==> src/rtl/ywa_pkg.sv <==
// Shared types, constants and the arctangent table for the yaw window average.
// No dependencies; ywa_cordic, ywa_window and yaw_window_average import this package.
package ywa_pkg;

  localparam int QW           = 16;  // quaternion part and yaw width
  localparam int VW           = 36;  // CORDIC vector width
  localparam int ACW          = 20;  // angle accumulator, two guard bits
  localparam int CNT_W        = 4;   // sample count width
  localparam int THR_W        = 15;  // jump threshold width
  localparam int CFG_IDX_W    = 2;
  localparam int CFG_DATA_W   = 15;
  localparam int CORDIC_STEPS = 16;
  localparam int STEP_W       = 4;

  localparam logic [CFG_IDX_W-1:0] REG_WINDOW_LENGTH  = 2'd0;
  localparam logic [CFG_IDX_W-1:0] REG_JUMP_THRESHOLD = 2'd1;

  localparam logic [CNT_W-1:0] WINDOW_LENGTH_RST  = 4'd8;
  localparam logic [THR_W-1:0] JUMP_THRESHOLD_RST = 15'd104;

  typedef struct packed {
    logic signed [QW-1:0] quat_w;
    logic signed [QW-1:0] quat_x;
    logic signed [QW-1:0] quat_y;
    logic signed [QW-1:0] quat_z;
  } quat_t;

  typedef struct packed {
    logic signed [QW-1:0] yaw_now;
    logic signed [QW-1:0] yaw_mean;
    logic [CNT_W-1:0]     sample_count;
    logic                 window_full;
    logic                 window_cleared;
  } result_t;

  typedef struct packed {
    logic [CNT_W-1:0] window_length;
    logic [THR_W-1:0] jump_threshold;
  } cfg_t;

  // atan(2^-i), units of pi/131072
  function automatic logic [15:0] atan_lut(input logic [STEP_W-1:0] i);
    logic [15:0] v;
    case (i)
      4'd0:    v = 16'd32768;
      4'd1:    v = 16'd19344;
      4'd2:    v = 16'd10221;
      4'd3:    v = 16'd5188;
      4'd4:    v = 16'd2604;
      4'd5:    v = 16'd1303;
      4'd6:    v = 16'd652;
      4'd7:    v = 16'd326;
      4'd8:    v = 16'd163;
      4'd9:    v = 16'd81;
      4'd10:   v = 16'd41;
      4'd11:   v = 16'd20;
      4'd12:   v = 16'd10;
      4'd13:   v = 16'd5;
      4'd14:   v = 16'd3;
      default: v = 16'd1;
    endcase
    return v;
  endfunction

endpackage

==> src/rtl/ywa_ram.sv <==
// Generic single-write, single-read RAM with registered read data.
// No dependencies.
module ywa_ram #(
  parameter int WIDTH = 16,
  parameter int DEPTH = 8
) (
  input  logic                                  clk_i,
  input  logic                                  we_i,
  input  logic [(DEPTH > 1 ? $clog2(DEPTH) : 1)-1:0] waddr_i,
  input  logic [WIDTH-1:0]                      wdata_i,
  input  logic                                  re_i,
  input  logic [(DEPTH > 1 ? $clog2(DEPTH) : 1)-1:0] raddr_i,
  output logic [WIDTH-1:0]                      rdata_o
);

  logic [WIDTH-1:0] mem_q [DEPTH];
  logic [WIDTH-1:0] rdata_q;

  always_ff @(posedge clk_i) begin
    if (we_i) begin
      mem_q[waddr_i] <= wdata_i;
    end
    if (re_i) begin
      rdata_q <= mem_q[raddr_i];
    end
  end

  assign rdata_o = rdata_q;

endmodule

==> src/rtl/ywa_fifo.sv <==
// Small register queue carrying yaw items from the CORDIC front to the window back.
// No dependencies.
module ywa_fifo #(
  parameter int WIDTH = 16,
  parameter int DEPTH = 2
) (
  input  logic             clk_i,
  input  logic             rst_ni,
  input  logic             push_i,
  input  logic [WIDTH-1:0] data_i,
  output logic             full_o,
  input  logic             pop_i,
  output logic [WIDTH-1:0] data_o,
  output logic             empty_o
);

  localparam int PW = DEPTH > 1 ? $clog2(DEPTH) : 1;
  localparam int CW = $clog2(DEPTH + 1);

  logic [WIDTH-1:0] buf_q [DEPTH];
  logic [PW-1:0]    wptr_q, rptr_q;
  logic [CW-1:0]    cnt_q;
  logic             do_push, do_pop;

  assign full_o  = (cnt_q == CW'(DEPTH));
  assign empty_o = (cnt_q == '0);
  assign do_push = push_i && !full_o;
  assign do_pop  = pop_i && !empty_o;
  assign data_o  = buf_q[rptr_q];

  always_ff @(posedge clk_i) begin
    if (do_push) begin
      buf_q[wptr_q] <= data_i;
    end
  end

  always_ff @(posedge clk_i or negedge rst_ni) begin
    if (!rst_ni) begin
      wptr_q <= '0;
      rptr_q <= '0;
      cnt_q  <= '0;
    end else begin
      if (do_push) begin
        wptr_q <= (wptr_q == PW'(DEPTH - 1)) ? '0 : wptr_q + 1'b1;
      end
      if (do_pop) begin
        rptr_q <= (rptr_q == PW'(DEPTH - 1)) ? '0 : rptr_q + 1'b1;
      end
      if (do_push && !do_pop) begin
        cnt_q <= cnt_q + 1'b1;
      end else if (do_pop && !do_push) begin
        cnt_q <= cnt_q - 1'b1;
      end
    end
  end

endmodule

==> src/rtl/ywa_cordic.sv <==
// Front: accepts a quaternion, forms the yaw vector with one shared multiplier,
// then runs a 16-step vectoring CORDIC. Depends on ywa_pkg.
module ywa_cordic import ywa_pkg::*; (
  input  logic                 clk_i,
  input  logic                 rst_ni,
  input  logic                 in_valid_i,
  input  quat_t                quat_i,
  output logic                 busy_o,
  output logic                 yaw_valid_o,
  output logic signed [QW-1:0] yaw_o,
  input  logic                 yaw_ready_i
);

  localparam logic [1:0] F_IDLE = 2'd0;
  localparam logic [1:0] F_MUL  = 2'd1;
  localparam logic [1:0] F_ROT  = 2'd2;
  localparam logic [1:0] F_DONE = 2'd3;

  localparam logic [STEP_W-1:0] MUL_LAST = 4'd6;  // extra step does the quadrant fix
  localparam logic [STEP_W-1:0] ROT_LAST = STEP_W'(CORDIC_STEPS - 1);

  logic [1:0]            state_q, state_d;
  logic [STEP_W-1:0]     step_q, step_d;
  quat_t                 quat_q;
  logic signed [VW-1:0]  vx_q, vx_d, vy_q, vy_d;
  logic signed [ACW-1:0] acc_q, acc_d;
  logic                  zero_q, zero_d;

  logic signed [QW-1:0]  mul_a, mul_b;
  logic signed [31:0]    prod;
  logic signed [VW-1:0]  prod_x, dx, dy, lut_x;
  logic signed [ACW-1:0] lut_a, rnd;

  always_comb begin
    case (step_q)
      4'd0:    begin mul_a = quat_q.quat_w; mul_b = quat_q.quat_w; end
      4'd1:    begin mul_a = quat_q.quat_x; mul_b = quat_q.quat_x; end
      4'd2:    begin mul_a = quat_q.quat_y; mul_b = quat_q.quat_y; end
      4'd3:    begin mul_a = quat_q.quat_z; mul_b = quat_q.quat_z; end
      4'd4:    begin mul_a = quat_q.quat_x; mul_b = quat_q.quat_y; end
      default: begin mul_a = quat_q.quat_w; mul_b = quat_q.quat_z; end
    endcase
  end

  assign prod   = mul_a * mul_b;
  assign prod_x = VW'(prod);
  assign dx     = vy_q >>> step_q;
  assign dy     = vx_q >>> step_q;
  assign lut_a  = signed'(ACW'(atan_lut(step_q)));
  assign lut_x  = '0;
  assign rnd    = acc_q + ACW'(2);

  always_comb begin
    state_d = state_q;
    step_d  = step_q;
    vx_d    = vx_q;
    vy_d    = vy_q;
    acc_d   = acc_q;
    zero_d  = zero_q;
    case (state_q)
      F_IDLE: begin
        if (in_valid_i) begin
          state_d = F_MUL;
          step_d  = '0;
          vx_d    = '0;
          vy_d    = '0;
        end
      end
      F_MUL: begin
        step_d = step_q + 1'b1;
        case (step_q)
          4'd0, 4'd1: vx_d = vx_q + prod_x;
          4'd2, 4'd3: vx_d = vx_q - prod_x;
          4'd4, 4'd5: vy_d = vy_q + (prod_x <<< 1);
          default: begin
            zero_d  = (vx_q == lut_x) && (vy_q == lut_x);
            acc_d   = '0;
            step_d  = '0;
            state_d = F_ROT;
            if (vx_q[VW-1]) begin
              if (!vy_q[VW-1]) begin
                vx_d  = vy_q;
                vy_d  = -vx_q;
                acc_d = ACW'(65536);
              end else begin
                vx_d  = -vy_q;
                vy_d  = vx_q;
                acc_d = -ACW'(65536);
              end
            end
          end
        endcase
        if (step_q == MUL_LAST) begin
          state_d = F_ROT;
        end
      end
      F_ROT: begin
        if (!vy_q[VW-1]) begin
          vx_d  = vx_q + dx;
          vy_d  = vy_q - dy;
          acc_d = acc_q + lut_a;
        end else begin
          vx_d  = vx_q - dx;
          vy_d  = vy_q + dy;
          acc_d = acc_q - lut_a;
        end
        step_d = step_q + 1'b1;
        if (step_q == ROT_LAST) begin
          state_d = F_DONE;
        end
      end
      F_DONE: begin
        if (yaw_ready_i) begin
          state_d = F_IDLE;
        end
      end
      default: state_d = F_IDLE;
    endcase
  end

  always_ff @(posedge clk_i) begin
    if (state_q == F_IDLE && in_valid_i) begin
      quat_q <= quat_i;
    end
    vx_q   <= vx_d;
    vy_q   <= vy_d;
    acc_q  <= acc_d;
    zero_q <= zero_d;
  end

  always_ff @(posedge clk_i or negedge rst_ni) begin
    if (!rst_ni) begin
      state_q <= F_IDLE;
      step_q  <= '0;
    end else begin
      state_q <= state_d;
      step_q  <= step_d;
    end
  end

  assign busy_o      = (state_q != F_IDLE);
  assign yaw_valid_o = (state_q == F_DONE);
  assign yaw_o       = zero_q ? '0 : rnd[QW+1:2];

endmodule

==> src/rtl/ywa_window.sv <==
// Back: sliding window over yaw samples (ring in ywa_ram), jump clearing,
// running sum and a bit-serial divider for the mean. Depends on ywa_pkg, ywa_ram.
module ywa_window import ywa_pkg::*; #(
  parameter int WINDOW_MAX = 8
) (
  input  logic                 clk_i,
  input  logic                 rst_ni,
  input  cfg_t                 cfg_i,
  input  logic                 yaw_valid_i,
  input  logic signed [QW-1:0] yaw_i,
  output logic                 yaw_pop_o,
  output result_t              res_o,
  output logic                 res_valid_o,
  input  logic                 res_pop_i
);

  localparam int IDX_W = WINDOW_MAX > 1 ? $clog2(WINDOW_MAX) : 1;
  localparam int OW    = IDX_W + 2;
  localparam int SUM_W = QW + $clog2(WINDOW_MAX);
  localparam int DC_W  = $clog2(SUM_W);

  localparam logic [2:0] B_IDLE  = 3'd0;
  localparam logic [2:0] B_CHECK = 3'd1;
  localparam logic [2:0] B_READ  = 3'd2;
  localparam logic [2:0] B_DIV   = 3'd3;
  localparam logic [2:0] B_FIN   = 3'd4;

  logic [2:0]              state_q;
  logic signed [QW-1:0]    yaw_q, last_q;
  logic [IDX_W-1:0]        ws_q;
  logic [CNT_W-1:0]        hc_q, len_q;
  logic signed [SUM_W-1:0] sum_q;
  logic                    cleared_q, neg_q;
  logic [CNT_W-1:0]        rem_q;
  logic [SUM_W-1:0]        quo_q;
  logic [DC_W-1:0]         dc_q;
  result_t                 res_q;
  logic                    res_valid_q;

  logic [CNT_W-1:0]        len_eff, hc_chk, hc_new;
  logic signed [QW:0]      diff;
  logic [QW:0]             diff_mag;
  logic                    jump, drop, take, ge;
  logic [OW-1:0]           old_sum, old_idx;
  logic [QW-1:0]           rdata;
  logic signed [SUM_W-1:0] sum_new, old_x, yaw_x;
  logic [CNT_W:0]          trial, trial_sub;
  logic [SUM_W-1:0]        mean_w;

  always_comb begin
    if (cfg_i.window_length == '0) begin
      len_eff = CNT_W'(1);
    end else if (int'(cfg_i.window_length) > WINDOW_MAX) begin
      len_eff = CNT_W'(WINDOW_MAX);
    end else begin
      len_eff = cfg_i.window_length;
    end
  end

  assign take     = (state_q == B_IDLE) && yaw_valid_i && !res_valid_q;
  assign diff     = {yaw_q[QW-1], yaw_q} - {last_q[QW-1], last_q};
  assign diff_mag = diff[QW] ? (QW+1)'(0) - diff : diff;
  assign jump     = (hc_q != '0) && (diff_mag > (QW+1)'(cfg_i.jump_threshold));
  assign hc_chk   = jump ? '0 : hc_q;

  // oldest entry sits hc slots behind the write slot
  assign old_sum = OW'(ws_q) + OW'(WINDOW_MAX) - OW'(hc_chk);
  assign old_idx = (old_sum >= OW'(WINDOW_MAX)) ? old_sum - OW'(WINDOW_MAX) : old_sum;

  assign drop    = (hc_q >= len_q);
  assign old_x   = SUM_W'(signed'(rdata));
  assign yaw_x   = SUM_W'(yaw_q);
  assign sum_new = sum_q - (drop ? old_x : '0) + yaw_x;
  assign hc_new  = drop ? hc_q : hc_q + 1'b1;

  assign trial     = {rem_q, quo_q[SUM_W-1]};
  assign ge        = (trial >= {1'b0, hc_q});
  assign trial_sub = trial - {1'b0, hc_q};
  assign mean_w    = neg_q ? SUM_W'(0) - quo_q : quo_q;

  ywa_ram #(
    .WIDTH(QW),
    .DEPTH(WINDOW_MAX)
  ) u_ram (
    .clk_i  (clk_i),
    .we_i   (state_q == B_READ),
    .waddr_i(ws_q),
    .wdata_i(yaw_q),
    .re_i   (state_q == B_CHECK),
    .raddr_i(old_idx[IDX_W-1:0]),
    .rdata_o(rdata)
  );

  always_ff @(posedge clk_i) begin
    case (state_q)
      B_IDLE: begin
        if (take) begin
          yaw_q <= yaw_i;
        end
      end
      B_CHECK: begin
        cleared_q <= jump;
        len_q     <= len_eff;
      end
      B_READ: begin
        quo_q <= sum_new[SUM_W-1] ? SUM_W'(0) - sum_new : sum_new;
        neg_q <= sum_new[SUM_W-1];
        rem_q <= '0;
      end
      B_DIV: begin
        rem_q <= ge ? trial_sub[CNT_W-1:0] : trial[CNT_W-1:0];
        quo_q <= {quo_q[SUM_W-2:0], ge};
      end
      B_FIN: begin
        res_q.yaw_now        <= yaw_q;
        res_q.yaw_mean       <= mean_w[QW-1:0];
        res_q.sample_count   <= hc_q;
        res_q.window_full    <= (hc_q == len_q);
        res_q.window_cleared <= cleared_q;
      end
      default: ;
    endcase
  end

  always_ff @(posedge clk_i or negedge rst_ni) begin
    if (!rst_ni) begin
      state_q     <= B_IDLE;
      ws_q        <= '0;
      hc_q        <= '0;
      sum_q       <= '0;
      last_q      <= '0;
      dc_q        <= '0;
      res_valid_q <= 1'b0;
    end else begin
      if (res_pop_i && res_valid_q) begin
        res_valid_q <= 1'b0;
      end
      case (state_q)
        B_IDLE: begin
          if (take) begin
            state_q <= B_CHECK;
          end
        end
        B_CHECK: begin
          hc_q <= hc_chk;
          if (jump) begin
            sum_q <= '0;
          end
          state_q <= B_READ;
        end
        B_READ: begin
          sum_q   <= sum_new;
          hc_q    <= hc_new;
          last_q  <= yaw_q;
          ws_q    <= (ws_q == IDX_W'(WINDOW_MAX - 1)) ? '0 : ws_q + 1'b1;
          dc_q    <= DC_W'(SUM_W - 1);
          state_q <= B_DIV;
        end
        B_DIV: begin
          dc_q <= dc_q - 1'b1;
          if (dc_q == '0) begin
            state_q <= B_FIN;
          end
        end
        B_FIN: begin
          res_valid_q <= 1'b1;
          state_q     <= B_IDLE;
        end
        default: state_q <= B_IDLE;
      endcase
    end
  end

  assign yaw_pop_o   = take;
  assign res_o       = res_q;
  assign res_valid_o = res_valid_q;

  a_count_bound: assert property (@(posedge clk_i) disable iff (!rst_ni)
    int'(hc_q) <= WINDOW_MAX)
    else $error("held count above window size");

  a_result_count: assert property (@(posedge clk_i) disable iff (!rst_ni)
    res_valid_q |-> (res_q.sample_count != '0))
    else $error("result with empty window");

  a_append: assert property (@(posedge clk_i) disable iff (!rst_ni)
    (state_q == B_READ) |=> (hc_q != '0) && (last_q == $past(yaw_q)))
    else $error("sample not appended");

endmodule

==> src/rtl/yaw_window_average.sv <==
// Yaw extraction from an attitude quaternion and sliding-window mean of the yaw.
// Front: multiply sequence on the shared multiplier plus 16-step CORDIC; it takes
// no new quaternion until its yaw has entered the queue. Back: window update and
// a bit-serial divider for the mean; it takes the next yaw only once the previous
// result has been popped.
// Reset (asynchronous, active low) empties the window; no clearing pass.
module yaw_window_average import ywa_pkg::*; #(
  parameter int WINDOW_MAX = 8
) (
  input  logic                  clk_i,
  input  logic                  rst_ni,
  input  logic                  push,
  output logic                  full,
  input  quat_t                 quat_i,
  output logic                  empty,
  input  logic                  pop,
  output result_t               result_o,
  input  logic                  cfg_valid_i,
  output logic                  cfg_ready_o,
  input  logic [CFG_IDX_W-1:0]  cfg_index_i,
  input  logic [CFG_DATA_W-1:0] cfg_data_i
);

  cfg_t                 cfg_q;
  logic                 busy, yaw_valid, fifo_full, fifo_empty, fifo_pop, res_valid;
  logic signed [QW-1:0] yaw_front, yaw_back;

  assign cfg_ready_o = 1'b1;

  always_ff @(posedge clk_i or negedge rst_ni) begin
    if (!rst_ni) begin
      cfg_q.window_length  <= WINDOW_LENGTH_RST;
      cfg_q.jump_threshold <= JUMP_THRESHOLD_RST;
    end else if (cfg_valid_i) begin
      case (cfg_index_i)
        REG_WINDOW_LENGTH:  cfg_q.window_length  <= cfg_data_i[CNT_W-1:0];
        REG_JUMP_THRESHOLD: cfg_q.jump_threshold <= cfg_data_i[THR_W-1:0];
        default: ;
      endcase
    end
  end

  ywa_cordic u_front (
    .clk_i      (clk_i),
    .rst_ni     (rst_ni),
    .in_valid_i (push),
    .quat_i     (quat_i),
    .busy_o     (busy),
    .yaw_valid_o(yaw_valid),
    .yaw_o      (yaw_front),
    .yaw_ready_i(!fifo_full)
  );

  ywa_fifo #(
    .WIDTH(QW),
    .DEPTH(2)
  ) u_queue (
    .clk_i  (clk_i),
    .rst_ni (rst_ni),
    .push_i (yaw_valid),
    .data_i (yaw_front),
    .full_o (fifo_full),
    .pop_i  (fifo_pop),
    .data_o (yaw_back),
    .empty_o(fifo_empty)
  );

  ywa_window #(
    .WINDOW_MAX(WINDOW_MAX)
  ) u_back (
    .clk_i      (clk_i),
    .rst_ni     (rst_ni),
    .cfg_i      (cfg_q),
    .yaw_valid_i(!fifo_empty),
    .yaw_i      (yaw_back),
    .yaw_pop_o  (fifo_pop),
    .res_o      (result_o),
    .res_valid_o(res_valid),
    .res_pop_i  (pop)
  );

  assign full  = busy;
  assign empty = !res_valid;

endmodule
==> config.mk <==
export PLATFORM = sky130hd
export DESIGN_NAME = yaw_window_average
export DESIGN_NICKNAME = d
export VERILOG_FILES = /design/src/rtl/ywa_pkg.sv /design/src/rtl/ywa_ram.sv /design/src/rtl/ywa_fifo.sv /design/src/rtl/ywa_cordic.sv /design/src/rtl/ywa_window.sv /design/src/rtl/yaw_window_average.sv
export SDC_FILE = /design/constraint.sdc
export NUM_CORES = 2
export LEC_CHECK = 0
export BUFFER_PORTS_ARGS = -buffer_cell sky130_fd_sc_hd__buf_2
export CAP_MARGIN = 20
export CELL_PAD_IN_SITES_DETAIL_PLACEMENT = 1
export CELL_PAD_IN_SITES_GLOBAL_PLACEMENT = 1
export CORE_MARGIN = 3
export CORE_UTILIZATION = 51
export DETAILED_ROUTE_END_ITERATION = 10
export GPL_TIMING_DRIVEN = 0
export PLACE_DENSITY_LB_ADDON = 0.1
export SETUP_SLACK_MARGIN = 0.15
export SYNTH_ARGS = -nofsm -noshare
export SYNTH_HDL_FRONTEND = slang
export SYNTH_HIERARCHICAL = 1
export SYNTH_SLANG_ARGS = --single-unit
export TNS_END_PERCENT = 20
==> constraint.sdc <==
create_clock -name clk_i -period 14.4 [get_ports clk_i]
set_input_delay 0.72 -clock clk_i [delete_from_list [all_inputs] [get_ports clk_i]]
set_output_delay 0.72 -clock clk_i [all_outputs]
set_load 0.03 [all_outputs]
==> results.md <==
* Core area at approximately 0.097 mm²
* GRT Util Overall at 0.3706
* I/O pins at ~130
* Synth top area share at 0.2475
* Worst slew margin at 0.1681
* Sequential-to-total area share from yosys stat at 0.2875
* Clock sink count at about 500
* # DRC at 0
* Critical Path End Type: register
* Cell area after synthesis at around 0.05 mm²
* Crit path DAT at 14.26 ns
* Effective utilization at floorplan at 0.5171
* Tcrit/Tclk final at 0.9544
* Worst-margin pin slew at approximately 1.2 ns
* Clock period minus worst slack at approximately 14 ns
* Slew Limit Fails at 0
* Most frequent cells in the layout: 544 x inv_1, 467 x nor2_1, 465 x nand2_1, 414 x edfxtp_1, 326 x ha_1
* Detailed-route via count at ~44000
* Fmax achieved at between 70 and 80 MHz
* Layout area overhead at 10.21%
* DRT iter0 DRCs at roughly 4300
* Fin. Hold Viols at 0
* CP peak stage delay at 0.75 ns
* Syn nets at 5944
* FF/Latch Area at between 0.01 and 0.015 mm²
* Post-synth EDFFs at slightly above 400
* Pre-Repair DR Iteration Count at 6
* Placed Area at around 0.053 mm²
* Synth unique cells at ~120
* Final Instance Area at approximately 0.055 mm²
* Routed vias/inst at 6.433
* Die Y at ~320 µm
* Wire per inst at 28.28 µm
* Gpl congestion at 1.004
* Detailed placer's ending HPWL at between 150 and 200 mm
* Most used cell, CP: fa_1
* Post-DRT Antenna Nets at 0
* Post-synthesis cell count at 5244
* Gr ovfl total at 0
* Area of the multi-input gates at 0.03275 mm²
* Seq cells post-synth at 494
* Clock Pin Slew Worst Setup and Hold Paths at 0.08 ns
* Pre-CTS WS at -1.003 ns
* Routed WL at about 190 mm
* Largest net degree at the start of global routing at 62
* Die X at around 320 µm
* First-pass GRT wire length at approximately 290 mm
* Largest area contributor in the netlist: edfxtp_1
* Max Root-Sink Buffers at 3
* Min Hold Slack at 0.1890 ns
* Worst skew pair latency at roughly 0.71 ns
* Worst Hold Class: in2reg
* Worst-path fanout max at 10
* H-tree Lvls at 2
* CTS Buf Count at 58
* Main synth FF type: edfxtp_1
* Antenna violations before repair at 6
* Fillers at 11080
* Status: completed
* Most common cell after layout, fill and taps aside: inv_1
* Crit Path Category: reg2reg
* TritonCTS clock tree: done
* Area contributors post-synth: edfxtp_1 25%, fa_1 11%, ha_1 8.1%
* CP max-delay cell: or4b_2
* Fin worst setup slack at approximately 0.66 ns
* Synthesized area per cell at roughly 9.6 µm²
* Vias in the first global route at roughly 45000
* Max-capacitance violation count at 0
* Fin nets at about 6200
* Buffers on Ports at 125
* Root buffer cell: clkbuf_16
* Kind of start point of the critical path: register
* Synth warnings at 6
* Async SR Flop Fraction at 0.1619
* Crit path required time at approximately 15 ns
* Clk_skew at between 0.08 and 0.09 ns
* Share of cells above drive strength 1 at 0.1108
* RSZ-0062 raised after global routing: no
* Site Rows at 114
* Endpoints failing setup at 0
* DIE AREA at between 0.1 and 0.15 mm²
-- registers in the layout (all words and copies together) (netlist names), 3 cells and up --
register and cells:
u_back/sum_q 19, u_queue/buf_q 32, u_back/state_q 3, u_back/hc_q 4, u_back/last_q 16, u_back/len_q 4
u_front/acc_q 18, u_back/yaw_q 16, u_back/rem_q 4, u_back/res_o 38, u_front/step_q 4, cfg_q 19
u_front/vy_q 36, u_back/ws_q 3, u_back/u_ram/mem_q 128, u_back/dc_q 5, u_back/quo_q 19, u_back/u_ram/rdata_o 16
u_front/quat_q 64, u_front/vx_q 36
-- what timing repair did --
item	4_1_cts	5_1_grt
pin swaps	0	0
setup buffers	0	3
endpoints found under the hold margin	13	0
gates resized for setup	43	58
endpoints found under the setup margin	18	10
hold buffers	1	0
-- critical path: cells and delay by family (launching register included) --
kind | cells | cell delay [ns]
adders and majority gates | 9 | 3.90
AOI/OAI and AO/OA | 13 | 3.35
buffers and inverters | 16 | 3.29
and+or+nand+nor | 8 | 1.97
DFF | 1 | 0.50
xor gates and xnor gates | 3 | 0.48
-- cell type report --
class,count,area share
Multi-Input combinational cell,3975,0.5916
Timing Repair Buffer,160,0.02041
Sequential cell,494,0.2609
Clock inverter,41,0.01047
Antenna cell,3,0.0001356
Inverter,551,0.03745
Tap cell,1276,0.02884
Clock buffer,69,0.02715
Buffer,222,0.02308
-- metrics by stage --
stage               cells  utilization  setup TNS [ns]
global route         6789       0.5698               0
CTS                  6786       0.5684               0
global placement     6645       0.5400          -4.495
detailed placement   6675       0.5453          -5.971
floorplan            5244            -               0
finish               6791       0.5699               0
-- cell usage after synthesis, types with 103 or more instances --
| library cell | count |
|---|---|
| a21oi_1 | 301 |
| clkbuf_1 | 139 |
| edfxtp_1 | 414 |
| fa_1 | 288 |
| ha_1 | 326 |
| inv_1 | 544 |
| nand2_1 | 465 |
| nand3_1 | 103 |
| nor2_1 | 475 |
| o21ai_0 | 255 |
| xnor2_1 | 243 |
| xor2_1 | 170 |
-- final timing paths --
| kind | startpoint | end | slack [ns] | depth (start not counted) |
|---|---|---|---|---|
| setup / recovery | u_front/step_q[1] | u_front/vx_q[35] | 0.66 | 49 |
| hold / removal | quat_i[16] | u_front/quat_q[16] | 0.19 | 1 |
| setup reg to reg | u_front/step_q[1] | u_front/vx_q[35] | 0.66 | 49 |
| hold reg to reg | u_back/cleared_q | u_back/res_o[0] | 0.44 | 0 |
| max in group asynchronous | rst_ni | cfg_q[6] | 13.10 | 3 |
| min in group asynchronous | rst_ni | u_front/state_q[1] | 0.52 | 2 |
-- kinds of logic (layout without fill, tap and decap cells) --
group                      Yosys count  count (layout)  synth area share
AOI/OAI and AO/OA                 1165            1165            0.1499
adders and majority gates          614             614            0.1960
and+or+nand+nor                   1548            1548            0.1471
xor gates and xnor gates           413             413           0.07202
buffers and inverters              775            1043           0.06574
muxes                              234             234           0.08176
DFF                                494             494            0.2875
other                                1               4        0.00007466
-- per-layer routing --
metal  part of all wire  GRT usage
met3              0.086    0.06999
met5                  0          0
met2               0.47     0.6106
met1               0.39     0.4753
met4              0.052     0.1695
Power is left out: the tool's default activity adds up to more than one toggle a clock period on the data nets, which glitch-free logic cannot reach.
